[config.mk]
export PLATFORM = sky130hd
export DESIGN_NAME = xml_character_escaper
export DESIGN_NICKNAME = d
export VERILOG_FILES = /design/src/hdl/xce_pkg.sv /design/src/hdl/xce_front.sv /design/src/hdl/xce_queue.sv /design/src/hdl/xce_back.sv /design/src/hdl/xml_character_escaper.sv
export VERILOG_INCLUDE_DIRS = /design/src /design/src/hdl
export SDC_FILE = /design/constraint.sdc
export NUM_CORES = 1
export LEC_CHECK = 0
export BUFFER_PORTS_ARGS = -buffer_cell sky130_fd_sc_hd__buf_4
export CORE_UTILIZATION = 65
export CTS_BUF_LIST = sky130_fd_sc_hd__clkbuf_4 sky130_fd_sc_hd__clkbuf_8
export DETAILED_ROUTE_END_ITERATION = 6
export PLACE_DENSITY_LB_ADDON = 0.2
export SYNTH_ARGS = -nofsm -noshare
export SYNTH_HDL_FRONTEND = slang
export SYNTH_SLANG_ARGS = --single-unit
[constraint.sdc]
create_clock -name clk -period 4.2 [get_ports clk]
set_clock_uncertainty 0.2 [all_clocks]
set_input_delay 0.63 -clock clk [delete_from_list [all_inputs] [get_ports clk]]
set_output_delay 0.63 -clock clk [all_outputs]
set_load 0.005 [all_outputs]
[src/hdl/assert_macros.svh]
// Assertion macros shared by the escaper modules.
`ifndef ASSERT_MACROS_SVH
`define ASSERT_MACROS_SVH

`ifndef SYNTH

// Check a property at every rising clock edge outside reset.
`define ASSERT_PROP(label, clk, rst_n, prop) \
    label: assert property (@(posedge clk) disable iff (!rst_n) (prop)) \
        else $error("assertion failed");

// Check that a condition never holds outside reset.
`define ASSERT_NEVER(label, clk, rst_n, cond) \
    `ASSERT_PROP(label, clk, rst_n, !(cond))

`else

`define ASSERT_PROP(label, clk, rst_n, prop)
`define ASSERT_NEVER(label, clk, rst_n, cond)

`endif

`endif

[src/hdl/xce_pkg.sv]
// Types and constants of the XML character escaper.
`timescale 1ns / 1ps

package xce_pkg;

    localparam int RUN_MAX = 6;
    localparam int LEN_W   = 3;
    localparam int IDX_W   = 3;

    localparam logic [7:0] CH_AMP   = 8'h26;
    localparam logic [7:0] CH_HASH  = 8'h23;
    localparam logic [7:0] CH_SEMI  = 8'h3B;
    localparam logic [7:0] CH_ZERO  = 8'h30;
    localparam logic [7:0] CH_LT    = 8'h3C;
    localparam logic [7:0] CH_GT    = 8'h3E;
    localparam logic [7:0] CH_APOS  = 8'h27;
    localparam logic [7:0] CH_QUOT  = 8'h22;
    localparam logic [7:0] CH_SPACE = 8'h20;
    localparam logic [7:0] CH_TILDE = 8'd126;

    typedef struct packed {
        logic [7:0] char_in;
        logic       last_in;
    } item_t;

    typedef struct packed {
        logic [7:0] char_out;
        logic       run_end;
        logic       string_end;
    } result_t;

    // One escaped run: bytes[0] goes out first.
    typedef struct packed {
        logic [RUN_MAX-1:0][7:0] bytes;
        logic [LEN_W-1:0]        len;
        logic                    last;
    } run_t;

    typedef enum logic {
        BACK_IDLE,
        BACK_EMIT
    } back_state_t;

endpackage

[src/hdl/xce_front.sv]
// Front end: accept a byte, build its escaped run and hold it for the queue.
`timescale 1ns / 1ps

module xce_front (
    input  logic            clk,
    input  logic            rst_n,
    input  logic            start,
    input  xce_pkg::item_t  item,
    output logic            busy,
    input  logic            q_full,
    output logic            push,
    output xce_pkg::run_t   push_run
);

    logic            stage_valid_reg;
    logic            stage_valid_next;
    xce_pkg::run_t   stage_run_reg;
    xce_pkg::run_t   run_c;
    logic            accept;

    logic [7:0]      c;
    logic [1:0]      hund;
    logic [7:0]      hund_x100;
    logic [6:0]      rem;
    logic [14:0]     tens_prod;
    logic [3:0]      tens;
    logic [3:0]      ones;

    // Plain bytes pass as themselves; every escape opens with an ampersand.
    function automatic logic [7:0] CH_AMP_OR(input logic [7:0] ch);
        logic plain;
        plain = (ch >= xce_pkg::CH_SPACE) && (ch <= xce_pkg::CH_TILDE)
             && (ch != xce_pkg::CH_LT) && (ch != xce_pkg::CH_GT)
             && (ch != xce_pkg::CH_AMP) && (ch != xce_pkg::CH_APOS)
             && (ch != xce_pkg::CH_QUOT);
        return plain ? ch : xce_pkg::CH_AMP;
    endfunction

    assign busy   = stage_valid_reg && q_full;
    assign accept = start && !busy;
    assign push   = stage_valid_reg && !q_full;
    assign push_run = stage_run_reg;

    // Split the byte into decimal digits: hundreds by compare, tens by reciprocal.
    always_comb
    begin
        c = item.char_in;
        if (c >= 8'd200)
        begin
            hund      = 2'd2;
            hund_x100 = 8'd200;
        end
        else if (c >= 8'd100)
        begin
            hund      = 2'd1;
            hund_x100 = 8'd100;
        end
        else
        begin
            hund      = 2'd0;
            hund_x100 = 8'd0;
        end
        rem       = 7'(c - hund_x100);
        tens_prod = 15'(rem) * 15'd205;
        tens      = 4'(tens_prod >> 11);
        ones      = 4'(rem - 7'(tens) * 7'd10);
    end

    always_comb
    begin
        run_c       = '0;
        run_c.last  = item.last_in;
        run_c.bytes[0] = CH_AMP_OR(c);
        case (c)
            xce_pkg::CH_LT:
            begin
                run_c.bytes[1] = "l";
                run_c.bytes[2] = "t";
                run_c.bytes[3] = xce_pkg::CH_SEMI;
                run_c.len      = 3'd4;
            end
            xce_pkg::CH_GT:
            begin
                run_c.bytes[1] = "g";
                run_c.bytes[2] = "t";
                run_c.bytes[3] = xce_pkg::CH_SEMI;
                run_c.len      = 3'd4;
            end
            xce_pkg::CH_AMP:
            begin
                run_c.bytes[1] = "a";
                run_c.bytes[2] = "m";
                run_c.bytes[3] = "p";
                run_c.bytes[4] = xce_pkg::CH_SEMI;
                run_c.len      = 3'd5;
            end
            xce_pkg::CH_APOS:
            begin
                run_c.bytes[1] = "a";
                run_c.bytes[2] = "p";
                run_c.bytes[3] = "o";
                run_c.bytes[4] = "s";
                run_c.bytes[5] = xce_pkg::CH_SEMI;
                run_c.len      = 3'd6;
            end
            xce_pkg::CH_QUOT:
            begin
                run_c.bytes[1] = "q";
                run_c.bytes[2] = "u";
                run_c.bytes[3] = "o";
                run_c.bytes[4] = "t";
                run_c.bytes[5] = xce_pkg::CH_SEMI;
                run_c.len      = 3'd6;
            end
            default:
            begin
                if (c < xce_pkg::CH_SPACE || c > xce_pkg::CH_TILDE)
                begin
                    run_c.bytes[1] = xce_pkg::CH_HASH;
                    if (c >= 8'd100)
                    begin
                        run_c.bytes[2] = xce_pkg::CH_ZERO + {6'd0, hund};
                        run_c.bytes[3] = xce_pkg::CH_ZERO + {4'd0, tens};
                        run_c.bytes[4] = xce_pkg::CH_ZERO + {4'd0, ones};
                        run_c.bytes[5] = xce_pkg::CH_SEMI;
                        run_c.len      = 3'd6;
                    end
                    else if (c >= 8'd10)
                    begin
                        run_c.bytes[2] = xce_pkg::CH_ZERO + {4'd0, tens};
                        run_c.bytes[3] = xce_pkg::CH_ZERO + {4'd0, ones};
                        run_c.bytes[4] = xce_pkg::CH_SEMI;
                        run_c.len      = 3'd5;
                    end
                    else
                    begin
                        run_c.bytes[2] = xce_pkg::CH_ZERO + {4'd0, ones};
                        run_c.bytes[3] = xce_pkg::CH_SEMI;
                        run_c.len      = 3'd4;
                    end
                end
                else
                begin
                    run_c.len = 3'd1;
                end
            end
        endcase
    end

    always_comb
    begin
        if (accept)
            stage_valid_next = 1'b1;
        else if (push)
            stage_valid_next = 1'b0;
        else
            stage_valid_next = stage_valid_reg;
    end

    always_ff @(posedge clk or negedge rst_n)
    begin
        if (!rst_n)
            stage_valid_reg <= 1'b0;
        else
            stage_valid_reg <= stage_valid_next;
    end

    always_ff @(posedge clk)
    begin
        if (accept)
            stage_run_reg <= run_c;
    end

endmodule

[src/hdl/xce_queue.sv]
// Short queue of escaped runs between front and back.
`timescale 1ns / 1ps
`include "assert_macros.svh"

module xce_queue #(
    parameter int DEPTH = 4
) (
    input  logic            clk,
    input  logic            rst_n,
    input  logic            push,
    input  xce_pkg::run_t   push_run,
    input  logic            pop,
    output xce_pkg::run_t   head,
    output logic            empty,
    output logic            full
);

    localparam int PTR_W = (DEPTH > 1) ? $clog2(DEPTH) : 1;
    localparam int CNT_W = $clog2(DEPTH + 1);
    localparam logic [PTR_W-1:0] PTR_LAST = PTR_W'(DEPTH - 1);
    localparam logic [CNT_W-1:0] CNT_FULL = CNT_W'(DEPTH);

    xce_pkg::run_t          entries_reg [DEPTH];
    logic [PTR_W-1:0]       wr_ptr_reg;
    logic [PTR_W-1:0]       wr_ptr_next;
    logic [PTR_W-1:0]       rd_ptr_reg;
    logic [PTR_W-1:0]       rd_ptr_next;
    logic [CNT_W-1:0]       count_reg;
    logic [CNT_W-1:0]       count_next;

    assign head  = entries_reg[rd_ptr_reg];
    assign empty = (count_reg == '0);
    assign full  = (count_reg == CNT_FULL);

    always_comb
    begin
        wr_ptr_next = wr_ptr_reg;
        rd_ptr_next = rd_ptr_reg;
        count_next  = count_reg;
        if (push)
            wr_ptr_next = (wr_ptr_reg == PTR_LAST) ? '0 : wr_ptr_reg + 1'b1;
        if (pop)
            rd_ptr_next = (rd_ptr_reg == PTR_LAST) ? '0 : rd_ptr_reg + 1'b1;
        if (push && !pop)
            count_next = count_reg + 1'b1;
        else if (pop && !push)
            count_next = count_reg - 1'b1;
    end

    always_ff @(posedge clk or negedge rst_n)
    begin
        if (!rst_n)
        begin
            wr_ptr_reg <= '0;
            rd_ptr_reg <= '0;
            count_reg  <= '0;
        end
        else
        begin
            wr_ptr_reg <= wr_ptr_next;
            rd_ptr_reg <= rd_ptr_next;
            count_reg  <= count_next;
        end
    end

    always_ff @(posedge clk)
    begin
        if (push)
            entries_reg[wr_ptr_reg] <= push_run;
    end

    `ASSERT_NEVER(q_no_overflow, clk, rst_n, push && full)
    `ASSERT_NEVER(q_no_underflow, clk, rst_n, pop && empty)
    `ASSERT_PROP(q_count_bound, clk, rst_n, count_reg <= CNT_FULL)

endmodule

[src/hdl/xce_back.sv]
// Back end: play each queued run out one byte per cycle.
`timescale 1ns / 1ps
`include "assert_macros.svh"

module xce_back (
    input  logic              clk,
    input  logic              rst_n,
    input  xce_pkg::run_t     head,
    input  logic              q_empty,
    output logic              pop,
    output logic              strobe,
    output xce_pkg::result_t  result
);

    xce_pkg::back_state_t           state_reg;
    xce_pkg::back_state_t           state_next;
    xce_pkg::run_t                  run_reg;
    xce_pkg::run_t                  run_next;
    logic [xce_pkg::IDX_W-1:0]      idx_reg;
    logic [xce_pkg::IDX_W-1:0]      idx_next;
    logic                           strobe_reg;
    logic                           strobe_next;
    xce_pkg::result_t               result_reg;
    xce_pkg::result_t               result_next;
    logic                           at_end;

    assign at_end = (idx_reg == run_reg.len - 1'b1);
    assign strobe = strobe_reg;
    assign result = result_reg;

    always_comb
    begin
        case (state_reg)
            xce_pkg::BACK_IDLE:
                state_next = q_empty ? xce_pkg::BACK_IDLE : xce_pkg::BACK_EMIT;
            xce_pkg::BACK_EMIT:
                state_next = (at_end && q_empty) ? xce_pkg::BACK_IDLE : xce_pkg::BACK_EMIT;
            default:
                state_next = xce_pkg::BACK_IDLE;
        endcase
    end

    always_comb
    begin
        pop         = 1'b0;
        strobe_next = 1'b0;
        run_next    = run_reg;
        idx_next    = idx_reg;
        result_next.char_out   = run_reg.bytes[idx_reg];
        result_next.run_end    = at_end;
        result_next.string_end = at_end && run_reg.last;
        case (state_reg)
            xce_pkg::BACK_IDLE:
            begin
                pop = !q_empty;
            end
            xce_pkg::BACK_EMIT:
            begin
                strobe_next = 1'b1;
                pop         = at_end && !q_empty;
                idx_next    = idx_reg + 1'b1;
            end
            default:
            begin
                pop = 1'b0;
            end
        endcase
        // Load the next run as soon as the current one drains.
        if (pop)
        begin
            run_next = head;
            idx_next = '0;
        end
    end

    always_ff @(posedge clk or negedge rst_n)
    begin
        if (!rst_n)
        begin
            state_reg  <= xce_pkg::BACK_IDLE;
            strobe_reg <= 1'b0;
        end
        else
        begin
            state_reg  <= state_next;
            strobe_reg <= strobe_next;
        end
    end

    always_ff @(posedge clk)
    begin
        run_reg    <= run_next;
        idx_reg    <= idx_next;
        result_reg <= result_next;
    end

    `ASSERT_PROP(b_idx_in_run, clk, rst_n, (state_reg == xce_pkg::BACK_EMIT) |-> (idx_reg < run_reg.len))
    `ASSERT_PROP(b_strobe_follows_emit, clk, rst_n, (state_reg == xce_pkg::BACK_EMIT) |=> strobe_reg)
    `ASSERT_PROP(b_string_end_closes_run, clk, rst_n, (strobe_reg && result_reg.string_end) |-> result_reg.run_end)

endmodule

[src/hdl/xml_character_escaper.sv]
// Top level of the XML character escaper.
`timescale 1ns / 1ps
//
//  Channel   Ports                 Beat taken when
//  -------   -------------------   --------------------------------------
//  input     start, busy, item     rising edge with start high, busy low
//  output    strobe, result        every edge that ends a strobe cycle
//
//  A byte enters the front stage register and its escaped run waits
//  in a QUEUE_DEPTH-entry queue. While runs are queued, the back end
//  plays out one output byte per cycle: a plain byte gives one output
//  byte, an escaped byte four to six.
//  The output rate is set by the back end's byte sequencer; busy rises
//  only when the front stage holds a run and the queue is full.
//  Reset clears the stage, queue pointers and back end state at once.
//  The receiver cannot stall: each output beat is shown for one cycle.

module xml_character_escaper #(
    parameter int QUEUE_DEPTH = 4
) (
    input  logic              clk,
    input  logic              rst_n,
    input  logic              start,
    input  xce_pkg::item_t    item,
    output logic              busy,
    output logic              strobe,
    output xce_pkg::result_t  result
);

    logic            q_push;
    logic            q_pop;
    logic            q_full;
    logic            q_empty;
    xce_pkg::run_t   q_in_run;
    xce_pkg::run_t   q_head;

    // Classify the byte and build its run.
    xce_front u_front (
        .clk      (clk),
        .rst_n    (rst_n),
        .start    (start),
        .item     (item),
        .busy     (busy),
        .q_full   (q_full),
        .push     (q_push),
        .push_run (q_in_run)
    );

    // Decouple front and back so each can stall on its own.
    xce_queue #(
        .DEPTH (QUEUE_DEPTH)
    ) u_queue (
        .clk      (clk),
        .rst_n    (rst_n),
        .push     (q_push),
        .push_run (q_in_run),
        .pop      (q_pop),
        .head     (q_head),
        .empty    (q_empty),
        .full     (q_full)
    );

    // Drain runs byte by byte onto the registered result port.
    xce_back u_back (
        .clk     (clk),
        .rst_n   (rst_n),
        .head    (q_head),
        .q_empty (q_empty),
        .pop     (q_pop),
        .strobe  (strobe),
        .result  (result)
    );

endmodule

# ---- Word-level counts from Yosys, hierarchy flattened
# Memories as Yosys holds them, arrays and structs flattened. A register that Yosys moved wholly into a read port is not among the register bits.
# Index checks and enable logic that the tools add are counted.
dict set report totals {
  ff_bits 75
  ramBits 208
  inputBits 12
  out_inout_bits 12
  wordCells 112
  memories 1
}
dict set report op_classes {
  addsub 11
  multipliers 2
  order_cmp 8
  eq_ne 14
  mux 31
  bitwise 1
  n_reduce_logical 26
}
# memory depth width read_ports rd_ports_with_merged_regs write_ports line
set memory_table {}
lappend memory_table {u_queue.entries_reg 4 52 1 1 1 xce_queue.sv:23} ;# xce_pkg::run_t entries_reg [DEPTH];
# op n
set ops {}
lappend ops {{$pmux 24 s5} 1}
lappend ops {{$eq 8x6->1 const B} 5}
lappend ops {{$mux 40} 1}
lappend ops {{$ne 8x6->1 const B} 5}
lappend ops {{$pmux 8 s4} 1}
lappend ops {{$bmux 8 s3} 1}
lappend ops {{$mux 24} 1}
lappend ops {{$mux 16} 1}
lappend ops {{$pmux 8 s2} 1}
lappend ops {{$mul 7x8->15 const B} 1}
lappend ops {{$add 6x4->7 const A} 2}
lappend ops {{$logic_and 1x1->1} 14}
lappend ops {{$mux 7} 2}
lappend ops {{$mux 3} 4}
lappend ops {{$mux 6} 2}
lappend ops {{$mux 1} 9}
lappend ops {{$pmux 3 s3} 1}
lappend ops {{$ge 8x4->1 const B} 1}
lappend ops {{$ge 8x6->1 const B} 1}
lappend ops {{$ge 8x7->1 const B} 1}
lappend ops {{$ge 8x8->1 const B} 1}
lappend ops {{$gt 8x7->1 const B} 1}
lappend ops {{$le 8x7->1 const B} 1}
lappend ops {{$lt 8x6->1 const B} 1}
lappend ops {{other kinds (21)} 34}

# ---- Depth between registers and ports, before layout
dict set report depth {
  word_depth 12
  ltp_mapped 27
}

# ---- Hierarchy
# A second synthesis with hierarchy kept.
dict set report hier_totals {
  cells_unflattened 692
  area_unflattened_um2 13276.5
}
# mod instances cells_per_inst area_per_inst_um2 seq_area_each_um2
set modules_own_cells {}
lappend modules_own_cells {xce_queue 1 309 7986.4 6421.2}
lappend modules_own_cells {xce_front 1 256 2882.8 1136.1}
lappend modules_own_cells {xce_back 1 127 2407.3 1871.8}

# ---- Worst setup path before layout
# No wires, ideal clock.
dict set report synth_timing {
  path_kind {input-to-reg}
  start {input item[5] (netlist bit)}
  end {register u_front.stage_run_reg, in the netlist u_front.push_run[23] (data pin)}
  setup_time_ns 0.269
  t_arrival_ns 6.505
  required_ns 3.731
  setup_slack_ns -2.773
  path_stages 24
  path_cell_list {buf_2 > o311ai_0 > and2_1 > ha_1 > inv_1 > fa_1 > o21a_1 > nor2_1 > xnor2_1 > ha_1 > fa_1 > fa_1 > ha_1 > ha_1 > nand2_1 > nor2_1 > a211oi_2 > nor2_1 > o311a_1 > fa_1 > xor2_1 > xnor3_1 > xor2_1 > o211ai_1}
}
# item line
set synth_rtl {}
lappend synth_rtl {{start, declared} xml_character_escaper.sv:24} ;# input xce_pkg::item_t item,
lappend synth_rtl {{end signal, assigned} xce_front.sv:171} ;# stage_run_reg <= run_c;
lappend synth_rtl {{end, declared} xce_front.sv:17} ;# xce_pkg::run_t stage_run_reg;

==> summary.md <==
| Metric | Value |
|---|---|
| Leak Pwr | 4.52 nW |
| Number of synthesized register bits | 245 |
| Pwr/cell area | 835 nW/um^2 |
| Htree depth | 2 |
| Buf/Inv on CP | 4 |
| Synthesized cell area | 10300 um^2 |
| Max reg flops | 148 |
| Max Slew Vio Count | 0 |
| Largest family of logic cells by synthesized area | multiplexers |
| Total GRT Usage | 0.254 |
| Worst path max stage delay | 0.47 ns |
| R2R depth | 12 |
| Critical path depth | 26 |
| Synth Warn # | 0 |
| Worst hold slack | 0.0881 ns |
| Synth cell types | 56 |
| Routability Congestion | 0.872 |
| CTS tree | done |
| Min-Delay Path Class | in -> reg |
| NumNets Final | 763 |
| VDD IR max | 0.000526 V |
| CP max stage cell | fa_1 |
| Die height | 128 um |
| Setup ws final | -1.80 ns |
| Clock Latency Late Sink | 0.52 ns |
| Post-Synth XOR/XNOR Area | 0.0174 |
| Primary FF master, synth | edfxtp_1 |
| Core Footprint | 15400 um^2 |
| Mean Syn Cell Area | 17.6 um^2 |
| Post-layout util | 0.797 |
| Layout fillers | 802 |
| Data arrival, critical path | 6.03 ns |
| Hold Fails Final Rpt | 0 |
| Tmin final | 6.00 ns |
| Hold Path Stages | 1 |
| RSZ-0062 raised after global routing | true |
| Sequential share of the synthesized area | 0.694 |
| Crit. End Element | flop |
| Worst-margin pin slew | 1.09 ns |
| Die area | 16400 um^2 |
| Drt wl/cell | 21.2 um |
| Drt initial violations | 541 |
| Number of global-route vias before repair | 5764 |
| Post-Syn Nets | 658 |
| Most frequent CP cell | ha_4 |
| Site Rows | 45 |
| Adder-cell share of the synthesized area | 0.0770 |
| Number of synthesized flops with an enable pin | 222 |
| Pre-antenna DRT Iters | 5 |
| I/O Buffers | 23 |
| Diode count | 0 |
| Area growth, synth to finish | 18.5% |
| Asr flop ratio synth | 0.0408 |
| Crit path kind | in -> reg |
| Pre-CTS WS | -2.50 ns |
| Final setup violation count | 11 |
| # DRC | 0 |
| IO Count | 24 |
| Final worst path period share | 1.43 |
| Failing checks | setup timing |
| Post-route setup TNS | -14.69 ns |
| Slew headroom | 0.270 |
| First-pass GRT wire length | 30100 um |
| Worst setup SP type | input port |
| WP data required | 4.24 ns |
| Clock-pin slew on the worst setup and hold paths | 0.06 ns |
| Fraction of the mapped netlist area in compound gates | 0.0403 |
| Initial core utilization | 0.673 |
| Synth Area in Simple Gates | 0.0477 |
| Final instance area | 12300 um^2 |
| Maximum number of pins on one net before global-route repair | 43 |
| Die X | 128 um |
| FMAX | 0.167 GHz |
| CTS Buf Count | 38 |
| Via Count | 5514 |
| Post-DP HPWL | 12600 um |
| Post-synthesis mux area share | 0.102 |
| CTS Buffer Depth | 3 |
| Vias per inst | 5.94 |
| Post-route ant nets | 0 |
| WL final | 19700 um |
| Initial antenna violation count | 0 |
| Max Cap Viol | 0 |
| # clock sinks | 245 |
| Clk root buf | clkbuf_8 |
| Post-DP Area | 11200 um^2 |
| Fraction of layout cells with a size suffix above 1 | 0.339 |
| Max FO, Critical Path | 3 |
| Delay-heaviest family, CP | adder cells |
| Outcome | complete, but fails checks |
| Total grt overflow | 0 |
| Post-Synthesis Cells | 589 |
## path summary, 6_finish.rpt
check,start,slack (ns),end
setup / recovery,item[4],-1.80,u_front.push_run[31]$_DFFE_PP_
hold reg to reg,u_back.run_reg[0]$_DFFE_PP_,0.27,u_back.result[0]$_DFF_P_
hold / removal,item[0],0.09,u_front.push_run[0]$_DFFE_PP_
min in group asynchronous,rst_n,0.28,u_back.strobe$_DFF_PN0_
setup reg to reg,u_back.run_reg[1]$_DFFE_PP_,1.51,u_queue.count_reg[1]$_DFFE_PN0P_
max in group asynchronous,rst_n,3.37,u_queue.rd_ptr_reg[0]$_DFFE_PN0P_
## repair_timing
item / in CTS / in global routing
hold buffers: 1 / 0
setup buffers: 4 / 3
hold endpoints to repair: 10 / 0
pin swaps: 15 / 28
resized for setup: 32 / 23
setup endpoints to repair: 11 / 11
gates cloned: 0 / 0
## cells in the final DEF (no fill, tap or decap), types with 4 or more instances in the layout
master	instances
nor2_1	24
or2_2	4
mux2_2	4
o22ai_1	7
buf_4	78
xor2_1	7
o21ai_0	12
clkbuf_4	16
mux2i_1	9
nand2_1	23
inv_1	35
dfxtp_1	13
fa_2	4
nand2b_1	4
clkbuf_8	39
and2_1	5
a21oi_1	7
dfrtp_1	9
nand3_1	6
ha_4	11
mux4_2	41
clkinv_1	5
edfxtp_1	222
and3_1	4
and2_2	4
xnor2_1	7
ha_1	35
fa_1	7
## worst reg2reg max path, delay by kind of cell (launching register included)
kind	cells	cell delay (ns)
buffers and inverters	3	0.19
XOR/XNOR	2	0.31
adder cells (fa/ha/maj)	3	0.75
AND/OR/NAND/NOR	2	0.30
flip-flops	1	0.40
AO/OA/AOI/OAI	1	0.16
multiplexers	1	0.27
## layer usage
layer	share of wire	vias up	track usage
met5	0	-	0
met1	0.41	2740	0.332
li1	-	2486	-
met4	0.031	0	0.0969
met2	0.50	234	0.434
met3	0.055	54	0.0434
## cell families (layout without fill, tap and decap cells)
| family | Yosys count | in the layout |
|---|---|---|
| compound gates | 59 | 59 |
| simple gates | 99 | 99 |
| mux | 54 | 54 |
| flops | 245 | 245 |
| xor+xnor | 19 | 19 |
| other cells | 1 | 1 |
| buf+inv | 55 | 183 |
| fa+ha+maj | 57 | 57 |
## where the power goes
group          internal, W  total [W]  switching [W]  leakage, nW
sequential         0.00372    0.00406       0.000340         2.28
clock              0.00100    0.00181       0.000810        0.372
combinational      0.00208    0.00436        0.00228         1.87
## through the flow
step	std cells	power, W
2_1_floorplan	589	0.00643
3_3_place_gp	859	0.00757
3_5_place_dp	859	0.00776
4_1_cts	926	0.00991
5_1_grt	928	0.0107
6_report	928	0.0102
## cell usage after synthesis, types with 6 or more instances
library cell  number  area, um^2
xnor2_1            9        78.8
edfxtp_1         222        6670
fa_1              11         220
o21ai_0           16        80.1
clkbuf_1           7        26.3
and2_1            10        62.6
nor2_1            28         105
nand2_1           25        93.8
nand3_1            6        30.0
mux2i_1            9        90.1
dfrtp_1           10         250
a21oi_1            8        40.0
buf_2              6        30.0
inv_1             37         139
o22ai_1            8        50.1
xor2_1             9        78.8
dfxtp_1           13         260
mux4_2            41         923
ha_1              46         576
## layout make-up
class	instances	area, um^2	share of cell area
flip-flops and latches	245	7180	0.586
multi-input cells	289	3320	0.271
inverters	37	144	0.0117
well taps	211	264	0.0215
repair buffers	83	644	0.0526
clock inverters	8	42.5	0.00347
clock buffers	55	657	0.0536
Note: power is estimated with default switching activity, not from simulation.
